**src/hdl/rcr_pkg.sv**
```systemverilog
// Package for the radio configuration register responder.
// Holds protocol codes, state types and the register file control struct.
// No dependencies.
`default_nettype none

package rcr_pkg;

  localparam int REG_COUNT_DEF = 9;
  localparam int KEY_FIRST_DEF = 7;
  localparam int RF_ADDR_W     = 4;

  localparam logic [7:0] CMD_WRITE      = 8'hC0;
  localparam logic [7:0] CMD_READ       = 8'hC1;
  localparam logic [7:0] CMD_WRITE_TEMP = 8'hC2;
  localparam logic [7:0] ERR_BYTE       = 8'hFF;
  localparam logic [7:0] MAX_LEN        = 8'd9;

  typedef enum logic [1:0] {
    PH_CMD,
    PH_ADDR,
    PH_LEN,
    PH_DATA
  } phase_t;

  typedef enum logic [1:0] {
    PC_READ,
    PC_WRITE,
    PC_WRITE_TEMP,
    PC_REJECT
  } pend_cmd_t;

  typedef enum logic [1:0] {
    ST_RX,
    ST_FETCH,
    ST_LOAD,
    ST_WAIT
  } seq_state_t;

  typedef struct packed {
    logic                 we;
    logic [RF_ADDR_W-1:0] waddr;
    logic [7:0]           wdata;
    logic                 re;
    logic [RF_ADDR_W-1:0] raddr;
  } rf_ctl_t;

endpackage

`default_nettype wire

```
**src/hdl/rcr_if.sv**
```systemverilog
// Valid/ready channel interfaces for received bytes and reply bytes.
// No dependencies.
`default_nettype none

interface rcr_in_if;
  logic       valid;
  logic       ready;
  logic [7:0] rx_byte;

  modport source (output valid, output rx_byte, input ready);
  modport sink (input valid, input rx_byte, output ready);
endinterface

interface rcr_out_if;
  logic       valid;
  logic       ready;
  logic [7:0] tx_byte;
  logic       reply_last;

  modport source (output valid, output tx_byte, output reply_last, input ready);
  modport sink (input valid, input tx_byte, input reply_last, output ready);
endinterface

`default_nettype wire

```
**src/hdl/rcr_regfile.sv**
```systemverilog
// Register file with one write port and one registered read port.
// Key registers read as zero. Depends on rcr_pkg.
`default_nettype none

module rcr_regfile #(
  parameter int REG_COUNT = rcr_pkg::REG_COUNT_DEF,
  parameter int KEY_FIRST = rcr_pkg::KEY_FIRST_DEF
) (
  input  wire               clk,
  input  wire               rst_n,
  input  rcr_pkg::rf_ctl_t  ctl,
  output logic [7:0]        rd_data
);

  localparam logic [4:0] KEY_A = 5'(KEY_FIRST);
  localparam logic [4:0] KEY_B = 5'(KEY_FIRST + 1);

  logic [7:0]           mem [REG_COUNT];
  logic [REG_COUNT-1:0] vld_r;
  logic [7:0]           rd_data_r;
  logic                 is_key;

  assign is_key = (5'(ctl.raddr) == KEY_A) || (5'(ctl.raddr) == KEY_B);

  always_ff @(posedge clk) begin
    if (ctl.we) begin
      mem[ctl.waddr] <= ctl.wdata;
    end
  end

  // An entry never written reads as its reset value of zero.
  always_ff @(posedge clk) begin
    if (!rst_n) begin
      vld_r <= '0;
    end else if (ctl.we) begin
      vld_r[ctl.waddr] <= 1'b1;
    end
  end

  always_ff @(posedge clk) begin
    if (ctl.re) begin
      if (is_key || !vld_r[ctl.raddr]) begin
        rd_data_r <= 8'h00;
      end else begin
        rd_data_r <= mem[ctl.raddr];
      end
    end
  end

  assign rd_data = rd_data_r;

endmodule

`default_nettype wire

```
**src/hdl/rcr_seq.sv**
```systemverilog
// Command parser and reply sequencer around one shared index adder.
// Depends on rcr_pkg and rcr_if; drives the rcr_regfile control struct.
`default_nettype none

module rcr_seq #(
  parameter int REG_COUNT = rcr_pkg::REG_COUNT_DEF
) (
  input  wire                clk,
  input  wire                rst_n,
  rcr_in_if.sink             in_ch,
  rcr_out_if.source          out_ch,
  output rcr_pkg::rf_ctl_t   rf_ctl,
  input  wire [7:0]          rf_rd_data
);

  localparam logic [7:0] REG_COUNT_B = 8'(REG_COUNT);
  localparam logic [8:0] REG_COUNT_S = 9'(REG_COUNT);

  rcr_pkg::seq_state_t st_r, st_nxt;
  rcr_pkg::phase_t     ph_r, ph_nxt;
  rcr_pkg::pend_cmd_t  pc_r, pc_nxt;
  logic [3:0] start_r, start_nxt;
  logic [3:0] cnt_r, cnt_nxt;
  logic [3:0] taken_r, taken_nxt;
  logic [3:0] pos_r, pos_nxt;
  logic [3:0] val_r, val_nxt;
  logic       err_r, err_nxt;
  logic       out_valid_r, out_valid_nxt;
  logic [7:0] tx_byte_r, tx_byte_nxt;
  logic       last_r, last_nxt;

  logic       in_acc;
  logic [7:0] b;
  logic [7:0] opnd;
  logic [8:0] sum;
  logic [3:0] taken_inc;

  assign in_ch.ready       = (st_r == rcr_pkg::ST_RX);
  assign in_acc            = in_ch.valid && in_ch.ready;
  assign b                 = in_ch.rx_byte;
  assign out_ch.valid      = out_valid_r;
  assign out_ch.tx_byte    = tx_byte_r;
  assign out_ch.reply_last = last_r;
  assign taken_inc         = taken_r + 4'd1;

  // The one adder: bound check, write address and read address all come from it.
  always_comb begin
    if (st_r == rcr_pkg::ST_RX) begin
      opnd = (ph_r == rcr_pkg::PH_LEN) ? b : {4'b0, taken_r};
    end else begin
      opnd = {4'b0, val_r};
    end
    sum = {5'b0, start_r} + {1'b0, opnd};
  end

  // Next state.
  always_comb begin
    st_nxt = st_r;
    case (st_r)
      rcr_pkg::ST_RX: begin
        if (in_acc) begin
          case (ph_r)
            rcr_pkg::PH_LEN: begin
              if (pc_r == rcr_pkg::PC_REJECT || b > rcr_pkg::MAX_LEN ||
                  sum > REG_COUNT_S || pc_r == rcr_pkg::PC_READ || b == 8'd0) begin
                st_nxt = rcr_pkg::ST_FETCH;
              end
            end
            rcr_pkg::PH_DATA: begin
              if (taken_inc >= cnt_r) begin
                st_nxt = rcr_pkg::ST_FETCH;
              end
            end
            default: st_nxt = rcr_pkg::ST_RX;
          endcase
        end
      end
      rcr_pkg::ST_FETCH: st_nxt = rcr_pkg::ST_LOAD;
      rcr_pkg::ST_LOAD:  st_nxt = rcr_pkg::ST_WAIT;
      rcr_pkg::ST_WAIT: begin
        if (out_ch.ready) begin
          st_nxt = last_r ? rcr_pkg::ST_RX : rcr_pkg::ST_FETCH;
        end
      end
      default: st_nxt = rcr_pkg::ST_RX;
    endcase
  end

  // Datapath and outputs.
  always_comb begin
    ph_nxt        = ph_r;
    pc_nxt        = pc_r;
    start_nxt     = start_r;
    cnt_nxt       = cnt_r;
    taken_nxt     = taken_r;
    pos_nxt       = pos_r;
    val_nxt       = val_r;
    err_nxt       = err_r;
    out_valid_nxt = out_valid_r;
    tx_byte_nxt   = tx_byte_r;
    last_nxt      = last_r;
    rf_ctl        = '0;
    rf_ctl.waddr  = sum[rcr_pkg::RF_ADDR_W-1:0];
    rf_ctl.wdata  = b;
    rf_ctl.raddr  = sum[rcr_pkg::RF_ADDR_W-1:0];

    case (st_r)
      rcr_pkg::ST_RX: begin
        if (in_acc) begin
          pos_nxt = 4'd0;
          val_nxt = 4'd0;
          case (ph_r)
            rcr_pkg::PH_CMD: begin
              case (b)
                rcr_pkg::CMD_READ:       pc_nxt = rcr_pkg::PC_READ;
                rcr_pkg::CMD_WRITE:      pc_nxt = rcr_pkg::PC_WRITE;
                rcr_pkg::CMD_WRITE_TEMP: pc_nxt = rcr_pkg::PC_WRITE_TEMP;
                default:                 pc_nxt = rcr_pkg::PC_REJECT;
              endcase
              start_nxt = 4'd0;
              cnt_nxt   = 4'd0;
              taken_nxt = 4'd0;
              ph_nxt    = rcr_pkg::PH_ADDR;
            end
            rcr_pkg::PH_ADDR: begin
              if (b >= REG_COUNT_B) begin
                pc_nxt = rcr_pkg::PC_REJECT;
              end else begin
                start_nxt = b[3:0];
              end
              ph_nxt = rcr_pkg::PH_LEN;
            end
            rcr_pkg::PH_LEN: begin
              ph_nxt = rcr_pkg::PH_CMD;
              if (pc_r == rcr_pkg::PC_REJECT || b > rcr_pkg::MAX_LEN ||
                  sum > REG_COUNT_S) begin
                err_nxt = 1'b1;
              end else begin
                err_nxt   = 1'b0;
                cnt_nxt   = b[3:0];
                taken_nxt = 4'd0;
                if (pc_r != rcr_pkg::PC_READ && b != 8'd0) begin
                  ph_nxt = rcr_pkg::PH_DATA;
                end
              end
            end
            default: begin
              rf_ctl.we = 1'b1;
              taken_nxt = taken_inc;
              err_nxt   = 1'b0;
              if (taken_inc >= cnt_r) begin
                ph_nxt = rcr_pkg::PH_CMD;
              end
            end
          endcase
        end
      end
      rcr_pkg::ST_FETCH: begin
        rf_ctl.re = 1'b1;
      end
      rcr_pkg::ST_LOAD: begin
        out_valid_nxt = 1'b1;
        if (err_r) begin
          tx_byte_nxt = rcr_pkg::ERR_BYTE;
          last_nxt    = (pos_r == 4'd2);
        end else begin
          case (pos_r)
            4'd0: begin
              tx_byte_nxt = rcr_pkg::CMD_READ;
              last_nxt    = 1'b0;
            end
            4'd1: begin
              tx_byte_nxt = {4'b0, start_r};
              last_nxt    = 1'b0;
            end
            4'd2: begin
              tx_byte_nxt = {4'b0, cnt_r};
              last_nxt    = (cnt_r == 4'd0);
            end
            default: begin
              tx_byte_nxt = rf_rd_data;
              last_nxt    = ((val_r + 4'd1) == cnt_r);
            end
          endcase
        end
      end
      rcr_pkg::ST_WAIT: begin
        if (out_ch.ready) begin
          out_valid_nxt = 1'b0;
          pos_nxt       = pos_r + 4'd1;
          if (!err_r && pos_r >= 4'd3) begin
            val_nxt = val_r + 4'd1;
          end
        end
      end
      default: out_valid_nxt = 1'b0;
    endcase
  end

  always_ff @(posedge clk) begin
    if (!rst_n) begin
      st_r        <= rcr_pkg::ST_RX;
      ph_r        <= rcr_pkg::PH_CMD;
      pc_r        <= rcr_pkg::PC_READ;
      start_r     <= 4'd0;
      cnt_r       <= 4'd0;
      taken_r     <= 4'd0;
      out_valid_r <= 1'b0;
    end else begin
      st_r        <= st_nxt;
      ph_r        <= ph_nxt;
      pc_r        <= pc_nxt;
      start_r     <= start_nxt;
      cnt_r       <= cnt_nxt;
      taken_r     <= taken_nxt;
      out_valid_r <= out_valid_nxt;
    end
  end

  always_ff @(posedge clk) begin
    pos_r     <= pos_nxt;
    val_r     <= val_nxt;
    err_r     <= err_nxt;
    tx_byte_r <= tx_byte_nxt;
    last_r    <= last_nxt;
  end

endmodule

`default_nettype wire

```
**src/hdl/radio_config_register_responder.sv**
```systemverilog
// Header, address and data bytes are taken without a reply byte of their own.
// After the byte that completes a request, the register file read and load states come
// before the first reply byte is valid. Each reply byte goes through register file read,
// load and output handshake, and the sink may stall the handshake; a reply is 3 to 12 bytes.
// No byte is taken while a reply is in progress. Synchronous reset clears the parser
// and marks every register as zero.
`default_nettype none

module radio_config_register_responder #(
  parameter int REG_COUNT = rcr_pkg::REG_COUNT_DEF,
  parameter int KEY_FIRST = rcr_pkg::KEY_FIRST_DEF
) (
  input  wire        clk,
  input  wire        rst_n,
  rcr_in_if.sink     in_ch,
  rcr_out_if.source  out_ch
);

  rcr_pkg::rf_ctl_t rf_ctl;
  logic [7:0]       rf_rd_data;

  rcr_seq #(
    .REG_COUNT (REG_COUNT)
  ) u_seq (
    .clk        (clk),
    .rst_n      (rst_n),
    .in_ch      (in_ch),
    .out_ch     (out_ch),
    .rf_ctl     (rf_ctl),
    .rf_rd_data (rf_rd_data)
  );

  rcr_regfile #(
    .REG_COUNT (REG_COUNT),
    .KEY_FIRST (KEY_FIRST)
  ) u_regfile (
    .clk     (clk),
    .rst_n   (rst_n),
    .ctl     (rf_ctl),
    .rd_data (rf_rd_data)
  );

endmodule

`default_nettype wire

```
**src/flat_wrapper.sv**
```systemverilog
// flat-port wrapper written by rule: the top's interface ports become plain ports
module radio_config_register_responder_flat 
#(
  parameter int REG_COUNT = rcr_pkg::REG_COUNT_DEF,
  parameter int KEY_FIRST = rcr_pkg::KEY_FIRST_DEF
)
  (clk, rst_n, in_ch_valid, in_ch_rx_byte, in_ch_ready, out_ch_valid, out_ch_tx_byte, out_ch_reply_last, out_ch_ready);
  rcr_in_if in_ch_i ();
  rcr_out_if out_ch_i ();
  input  wire clk;
  input  wire rst_n;
  input wire logic [$bits(in_ch_i.valid)-1:0] in_ch_valid;
  input wire logic [$bits(in_ch_i.rx_byte)-1:0] in_ch_rx_byte;
  output wire logic [$bits(in_ch_i.ready)-1:0] in_ch_ready;
  output wire logic [$bits(out_ch_i.valid)-1:0] out_ch_valid;
  output wire logic [$bits(out_ch_i.tx_byte)-1:0] out_ch_tx_byte;
  output wire logic [$bits(out_ch_i.reply_last)-1:0] out_ch_reply_last;
  input wire logic [$bits(out_ch_i.ready)-1:0] out_ch_ready;
  assign in_ch_i.valid = in_ch_valid;
  assign in_ch_i.rx_byte = in_ch_rx_byte;
  assign in_ch_ready = in_ch_i.ready;
  assign out_ch_valid = out_ch_i.valid;
  assign out_ch_tx_byte = out_ch_i.tx_byte;
  assign out_ch_reply_last = out_ch_i.reply_last;
  assign out_ch_i.ready = out_ch_ready;
  radio_config_register_responder #(.REG_COUNT(REG_COUNT), .KEY_FIRST(KEY_FIRST)) u_core (.clk(clk), .rst_n(rst_n), .in_ch(in_ch_i), .out_ch(out_ch_i));
endmodule
```
**config.mk**
```make
export PLATFORM = sky130hd
export DESIGN_NAME = radio_config_register_responder_flat
export DESIGN_NICKNAME = d
export VERILOG_FILES = /design/src/hdl/rcr_pkg.sv /design/src/hdl/rcr_if.sv /design/src/hdl/rcr_regfile.sv /design/src/hdl/rcr_seq.sv /design/src/hdl/radio_config_register_responder.sv /design/src/flat_wrapper.sv
export SDC_FILE = /design/constraint.sdc
export NUM_CORES = 1
export LEC_CHECK = 0
export BUFFER_PORTS_ARGS = -buffer_cell sky130_fd_sc_hd__buf_2
export CORE_MARGIN = 3
export CORE_UTILIZATION = 35
export DETAILED_ROUTE_END_ITERATION = 6
export PLACE_DENSITY = 0.6
export SLEW_MARGIN = 20
export SYNTH_ARGS = -nofsm -noshare
export SYNTH_HDL_FRONTEND = slang
export SYNTH_HIERARCHICAL = 1
export SYNTH_SLANG_ARGS = --single-unit
```
**constraint.sdc**
```tcl
create_clock -name clk -period 4.2 [get_ports clk]
set_clock_uncertainty 0.05 [all_clocks]
set_input_delay 0.84 -clock clk [delete_from_list [all_inputs] [get_ports clk]]
set_output_delay 0.84 -clock clk [all_outputs]
set_load 0.03 [all_outputs]
```
==> results of run 1 <==
registers in the layout, indices dropped and copies added, names as in the netlist, 2 cells and up:
| signal | cells |
|---|---|
| u_core/u_regfile/rd_data | 8 |
| u_core/u_seq/taken_r | 4 |
| u_core/u_regfile/vld_r | 7 |
| u_core/u_regfile/mem | 64 |
| u_core/u_seq/pos_r | 4 |
| u_core/u_seq/pc_r | 2 |
| u_core/u_seq/cnt_r | 4 |
| u_core/u_seq/out_ch.tx_byte | 8 |
| u_core/u_seq/val_r | 4 |
| u_core/u_seq/ph_r | 2 |
| u_core/u_seq/start_r | 4 |
| u_core/u_seq/st_r | 2 |
worst paths after layout:
path / to / startpoint / depth (start not counted)
max: u_core/u_regfile/rd_data[3] / u_core/u_seq/ph_r[0] / 11
min: u_core/u_regfile/vld_r[6] / u_core/u_regfile/vld_r[6] / 1
max reg2reg: u_core/u_regfile/rd_data[3] / u_core/u_seq/ph_r[0] / 11
min reg2reg: u_core/u_regfile/vld_r[6] / u_core/u_regfile/vld_r[6] / 1
cell usage in the layout, fill, tap and decap left out, drive strengths merged, types with 2 or more instances in the layout:
cell / instances
a21oi: 19
nor4: 2
clkinv: 8
or3b: 3
a211oi: 5
nand2b: 2
nor2b: 3
dfxtp: 26
nand2: 20
clkbuf: 17
buf: 38
a22oi: 3
clkinvlp: 2
nor2: 28
a22o: 3
mux2i: 15
nor3: 20
or3: 2
bufinv: 4
inv: 17
ha: 20
o21ai: 9
o21a: 8
and3: 4
o211ai: 2
edfxtp: 90
a21boi: 5
nand3: 7
a21o: 2
xnor2: 7
a221o: 7
mux4: 17
and2: 5
or2: 4
xor2: 7
metal layers:
layer  vias to the layer above  global-route usage
met5                         -                   0
met4                         0              0.0665
met3                        17              0.0398
met2                        78               0.224
met1                      1635               0.193
li1                       1599                   -
final cells by class:
type,instances,area share
Inverter,16,0.00942
Multi-Input combinational cell,246,0.316
Timing Repair Buffer,38,0.0361
Sequential cell,116,0.505
Tap cell,188,0.0369
Clock inverter,15,0.0292
Clock buffer,17,0.0667
through the flow:
step / setup slack (ns) / cells / utilization / total power, mW / hold slack, ns
after detailed placement: 0.405 / 604 / 0.379 / 1.88 / 0.400
after global routing: 0.382 / 636 / 0.420 / 3.48 / 0.438
after floorplan: 0.577 / 401 / - / 1.77 / 0.383
after CTS: 0.651 / 636 / 0.420 / 3.37 / 0.413
final: 0.642 / 636 / 0.420 / 3.34 / 0.420
after global placement: 0.585 / 604 / 0.379 / 1.87 / 0.393
logic make-up after synthesis:
family / after synthesis
buffers and inverters: 39
AOI/OAI and AO/OA: 72
adders and majority gates: 21
xor gates and xnor gates: 14
muxes: 33
and+or+nand+nor: 106
DFF: 116
power breakdown:
part           internal (mW)  switching (mW)
sequential              1.28          0.0336
combinational          0.219           0.316
clock                  0.983           0.505
total                   2.49           0.855
==> results.json, run 1 <==
{
  "hold_viol": 0,
  "critPathMostFrequentCell": "a21oi_1",
  "worst_pin_slew_ns": 0.907,
  "top_layer": "met4",
  "max_stage_delay_ns": 0.50,
  "clock-root-buffer": "clkbuf_16",
  "ys_types": 61,
  "synth_fa_ha_area_frac": 0.0495,
  "cts_hold_buf": 0,
  "vias": 3329,
  "wire_per_inst_um": 17.9,
  "syn_avg_cell_area_um2": 13.6,
  "synth-edff-count": 90,
  "worst-setup-path-type": "reg -> reg",
  "synth_most_common_cell": "edfxtp_1",
  "drt_iter0_drc": 354,
  "postLayoutCellArea_um2": 6380,
  "power_leakage_nw": 2.26,
  "dpl-instance-area_um2": 5770,
  "drv_slew": 0,
  "path_buf_inv": 1,
  "die_h_um": 131,
  "grt_max_degree": 25,
  "fp.dieW_um": 131,
  "grt-ovfl-total": 0,
  "post-cts-setup-buffers": 0,
  "port-buffer-count": 22,
  "dp_hpwl_um": 7990,
  "fin_crit_sh": 0.847,
  "io_pins": 23,
  "drc_errors": 0,
  "tns_ns": 0,
  "nFillCells": 1402,
  "setup_viol": 0,
  "dr.pass1.iters": 5,
  "grt_pass1_wl_um": 18500,
  "slew-limit-headroom": 0.391,
  "clockBufferDepth": 2,
  "htreeDepth": 4,
  "viasPerCell": 5.23,
  "clk_pin_slew_ns": 0.05,
  "r2r_setup_slack_ns": 0.64,
  "hold_class": "reg -> reg",
  "rows": 45,
  "critPathArrivalTime_ns": 3.66,
  "drv_cap": 0,
  "ys_async_sr_fraction": 0,
  "cp_max_fo": 10,
  "ir_worst_vdd_mv": 0.338,
  "ys.flop_type": "edfxtp_1",
  "cp_slowest_cell": "dfxtp_1",
  "yosysTopAreaCellShare": 0.495,
  "drt-met1-wl_um": 5210,
  "synthSimpleGateAreaFrac": 0.0991,
  "synth.area.mux_share": 0.104,
  "cp_top_family": "compound AO/OA/AOI/OAI gates",
  "dieArea_um2": 17100,
  "synth_top_cell_by_area": "edfxtp_1",
  "netlist_instances": 401,
  "grt_use_total": 0.146,
  "start_kind": "flop",
  "period_minus_slack_ns": 3.56,
  "antenna_cells": 0,
  "path_cells": "inv_1, nand2_1, a21oi_1, a21oi_1, ha_1, a21oi_1, nand2_1, xor2_1, and4bb_2, a211oi_4, nor3_1",
  "syn_nets": 434,
  "status": "finished, final reports clean",
  "cp-end-kind": "flop",
  "cts.sinks": 116,
  "yosys-top-cells-count": "edfxtp_1 (90), nor2_1 (27), dfxtp_1 (26)",
  "totalWireLength_um": 11400,
  "area_delta_synth_final_pct": 16.9,
  "synthXorXnorAreaFrac": 0.0225,
  "syn_area_um2": 5460,
  "rsz0062_at_grt": "no",
  "core_um2": 15200,
  "yosysWarnings": 6,
  "synth_compound_area_frac": 0.0938,
  "initial_core_util": 0.359,
  "antenna_found_initial": 0,
  "layout.nets": 468,
  "yosys-top-cells-area": "edfxtp_1 (50%), dfxtp_1 (9.5%), ha_1 (4.6%), mux4_2 (4.5%), mux4_1 (2.9%)",
  "seq_area_um2": 3220,
  "drive_gt1_frac": 0.201,
  "wl_met2_um": 5430,
  "ctsResizeCount": 0,
  "synth_top_family_by_area": "multiplexers",
  "multi_input_area_um2": 2020,
  "ys_seq_area_frac": 0.591,
  "place.gp.congestion": 0.799,
  "maxClockFrequency_ghz": 0.281,
  "ys_seq_elements": 116,
  "cts_made_buffers": 17,
  "wl_met3_um": 551,
  "clock_latency_ns": 0.42,
  "cp.required_ns": 4.30,
  "power_density_nw_per_um2": 524,
  "final_antenna_net_count": 0,
  "cts_tree": "yes",
  "grt_pass1_vias": 3411
}
Note: power is estimated with default switching activity, not from simulation.
==> run 2, diff against run 1 <==
--- a/config.mk
+++ b/config.mk
@@ -9,7 +9,7 @@
 export CORE_MARGIN = 3
 export CORE_UTILIZATION = 35
 export DETAILED_ROUTE_END_ITERATION = 6
-export PLACE_DENSITY = 0.6
+export PLACE_DENSITY = 0.62
 export SLEW_MARGIN = 20
 export SYNTH_ARGS = -nofsm -noshare
 export SYNTH_HDL_FRONTEND = slang
==> constraint.sdc (replaced) <==
create_clock -name clk -period 2.9 [get_ports clk]
set_clock_uncertainty 0.05 [all_clocks]
set_input_delay 0.58 -clock clk [delete_from_list [all_inputs] [get_ports clk]]
set_output_delay 0.58 -clock clk [all_outputs]
set_load 0.03 [all_outputs]
==> run 2 against run 1 <==
  * Power rose by 49%
  * Flip-flop and latch count stayed put
  * Design area is 8.3% higher
  * Largest power group unchanged
  * Non-clock buffer count up 47
  * Maximum frequency rose by 24%
==> results.json, run 2 (synthesis gave the netlist of run 1 again) <==
{
  "status": "finished, final reports clean",
  "area_delta_synth_final_pct": 26.6,
  "grt-ovfl-total": 0,
  "layoutNonFillerInstCount": 683,
  "p_comb_frac": 0.202,
  "layout.nets": 515,
  "tns_ns": 0,
  "io_pins": 23,
  "final_antenna_net_count": 0,
  "power_leakage_nw": 2.52,
  "critPathArrivalTime_ns": 3.12,
  "setup_viol": 0,
  "antenna_found_initial": 0,
  "port-buffer-count": 22,
  "hold_viol": 0,
  "dp_hpwl_um": 8620,
  "largest_reg_flops": 64,
  "cts_made_buffers": 17,
  "cts.sinks": 116,
  "pwr-share-seq": 0.383,
  "core_um2": 15200,
  "htreeDepth": 4,
  "postLayoutCellArea_um2": 6910,
  "clockBufferDepth": 2,
  "drv_slew": 0,
  "top_register": "u_core/u_regfile/mem",
  "cp_max_fo": 9,
  "pwr-share-clk": 0.416,
  "pre_cts_ws_ns": -0.338,
  "rsz0062_at_grt": "yes",
  "grt_max_degree": 21,
  "drive_gt1_frac": 0.333,
  "rows": 45,
  "grt_pass1_vias": 3650,
  "die_h_um": 131,
  "clk_pin_slew_ns": 0.06,
  "maxClockFrequency_ghz": 0.347,
  "place.gp.congestion": 0.843,
  "drc_errors": 0,
  "dieArea_um2": 17100,
  "cp_slowest_cell": "fa_2",
  "ir_worst_vdd_mv": 0.392,
  "drv_cap": 0,
  "viasPerCell": 5.21,
  "grt_pass1_wl_um": 19500,
  "worst-setup-path-type": "reg -> reg",
  "cp-end-kind": "flop",
  "period_minus_slack_ns": 2.88,
  "p_switching_mw": 1.31,
  "start_kind": "flop",
  "vias": 3561,
  "slew-limit-headroom": 0.607,
  "power_density_nw_per_um2": 721,
  "clock_latency_ns": 0.41,
  "p_int_mw": 3.67,
  "cp.required_ns": 3.14,
  "drt_iter0_drc": 319,
  "layout_commonest_cell": "edfxtp_1",
  "dr.pass1.iters": 5,
  "max_stage_delay_ns": 0.55,
  "layout_common_cells": "edfxtp_1 (90), buf_4 (57), nor2_1 (24)",
  "dpl-instance-area_um2": 6200,
  "fin_ws_ns": 0.0198,
  "worst_pin_slew_ns": 0.589,
  "totalWireLength_um": 12000,
  "swShare": 0.263,
  "grt_use_total": 0.149,
  "nFillCells": 1351,
  "antenna_cells": 0,
  "initial_core_util": 0.359,
  "cts_hold_buf": 0,
  "path_cells": "inv_2, ha_4, nor2_1, a21oi_2, ha_4, fa_2, inv_2, a222oi_1, nor3_1, a21oi_2, buf_6, mux2i_1, nor2_1",
  "fp.dieW_um": 131,
  "place_inst": 645,
  "wire_per_inst_um": 17.6,
  "fin_crit_sh": 0.993,
  "hold_class": "reg -> reg",
  "clock-root-buffer": "clkbuf_16",
  "cts_tree": "yes"
}
-- run 2: critical path: cells and delay by family (launching register included) --
family	cells	cell delay, ns
muxes	1	0.21
and+or+nand+nor	3	0.34
buffers and inverters	3	0.23
AOI/OAI and AO/OA	3	0.68
adders and majority gates	3	0.92
DFF	1	0.33
-- run 2: worst paths after layout --
| kind | from | endpoint | slack [ns] | cells after the start |
|---|---|---|---|---|
| hold reg to reg | u_core/u_regfile/vld_r[0] | u_core/u_regfile/vld_r[0] | 0.41 | 1 |
| setup / recovery | u_core/u_seq/st_r[0] | u_core/u_seq/cnt_r[2] | 0.02 | 13 |
| setup reg to reg | u_core/u_seq/st_r[0] | u_core/u_seq/cnt_r[2] | 0.02 | 13 |
| hold / removal | u_core/u_regfile/vld_r[0] | u_core/u_regfile/vld_r[0] | 0.41 | 1 |
-- run 2: cell type report --
class	count	area, um2	share of cell area
clock buffer	17	425	0.0616
multi-input combinational	246	2140	0.310
inverter	16	62.6	0.00906
timing repair buffer	85	649	0.0940
sequential	116	3230	0.468
clock inverter	15	163	0.0235
tap	188	235	0.0341
-- run 2: power by group through the flow --
stage          clock network, mW  registers [mW]  logic (mW)
2_1_floorplan                  0            1.94       0.667
3_3_place_gp                   0            1.93       0.952
3_5_place_dp                   0            1.93       0.963
4_1_cts                     2.10            1.90       0.981
5_1_grt                     2.19            1.91        1.09
6_report                    2.07            1.90        1.00
-- run 2: through the flow --
stage / hold WS [ns] / power (mW) / util
2_1_floorplan: 0.383 / 2.60 / -
3_3_place_gp: 0.397 / 2.88 / 0.408
3_5_place_dp: 0.402 / 2.90 / 0.408
4_1_cts: 0.415 / 4.99 / 0.449
5_1_grt: 0.445 / 5.19 / 0.454
6_report: 0.414 / 4.98 / 0.454
-- run 2: what timing repair did --
item | in CTS | in global routing
resized for setup | 7 | 11
pin swaps | 6 | 8
setup endpoints to repair | 73 | 47
setup buffers | 3 | 3
-- run 2: per-layer routing --
layer / global-route usage / vias to the layer above / share of wire
met5: 0 / - / 0
met4: 0.0581 / 0 / 0.024
met3: 0.0350 / 22 / 0.037
met2: 0.240 / 91 / 0.48
met1: 0.196 / 1751 / 0.46
li1: - / 1697 / -
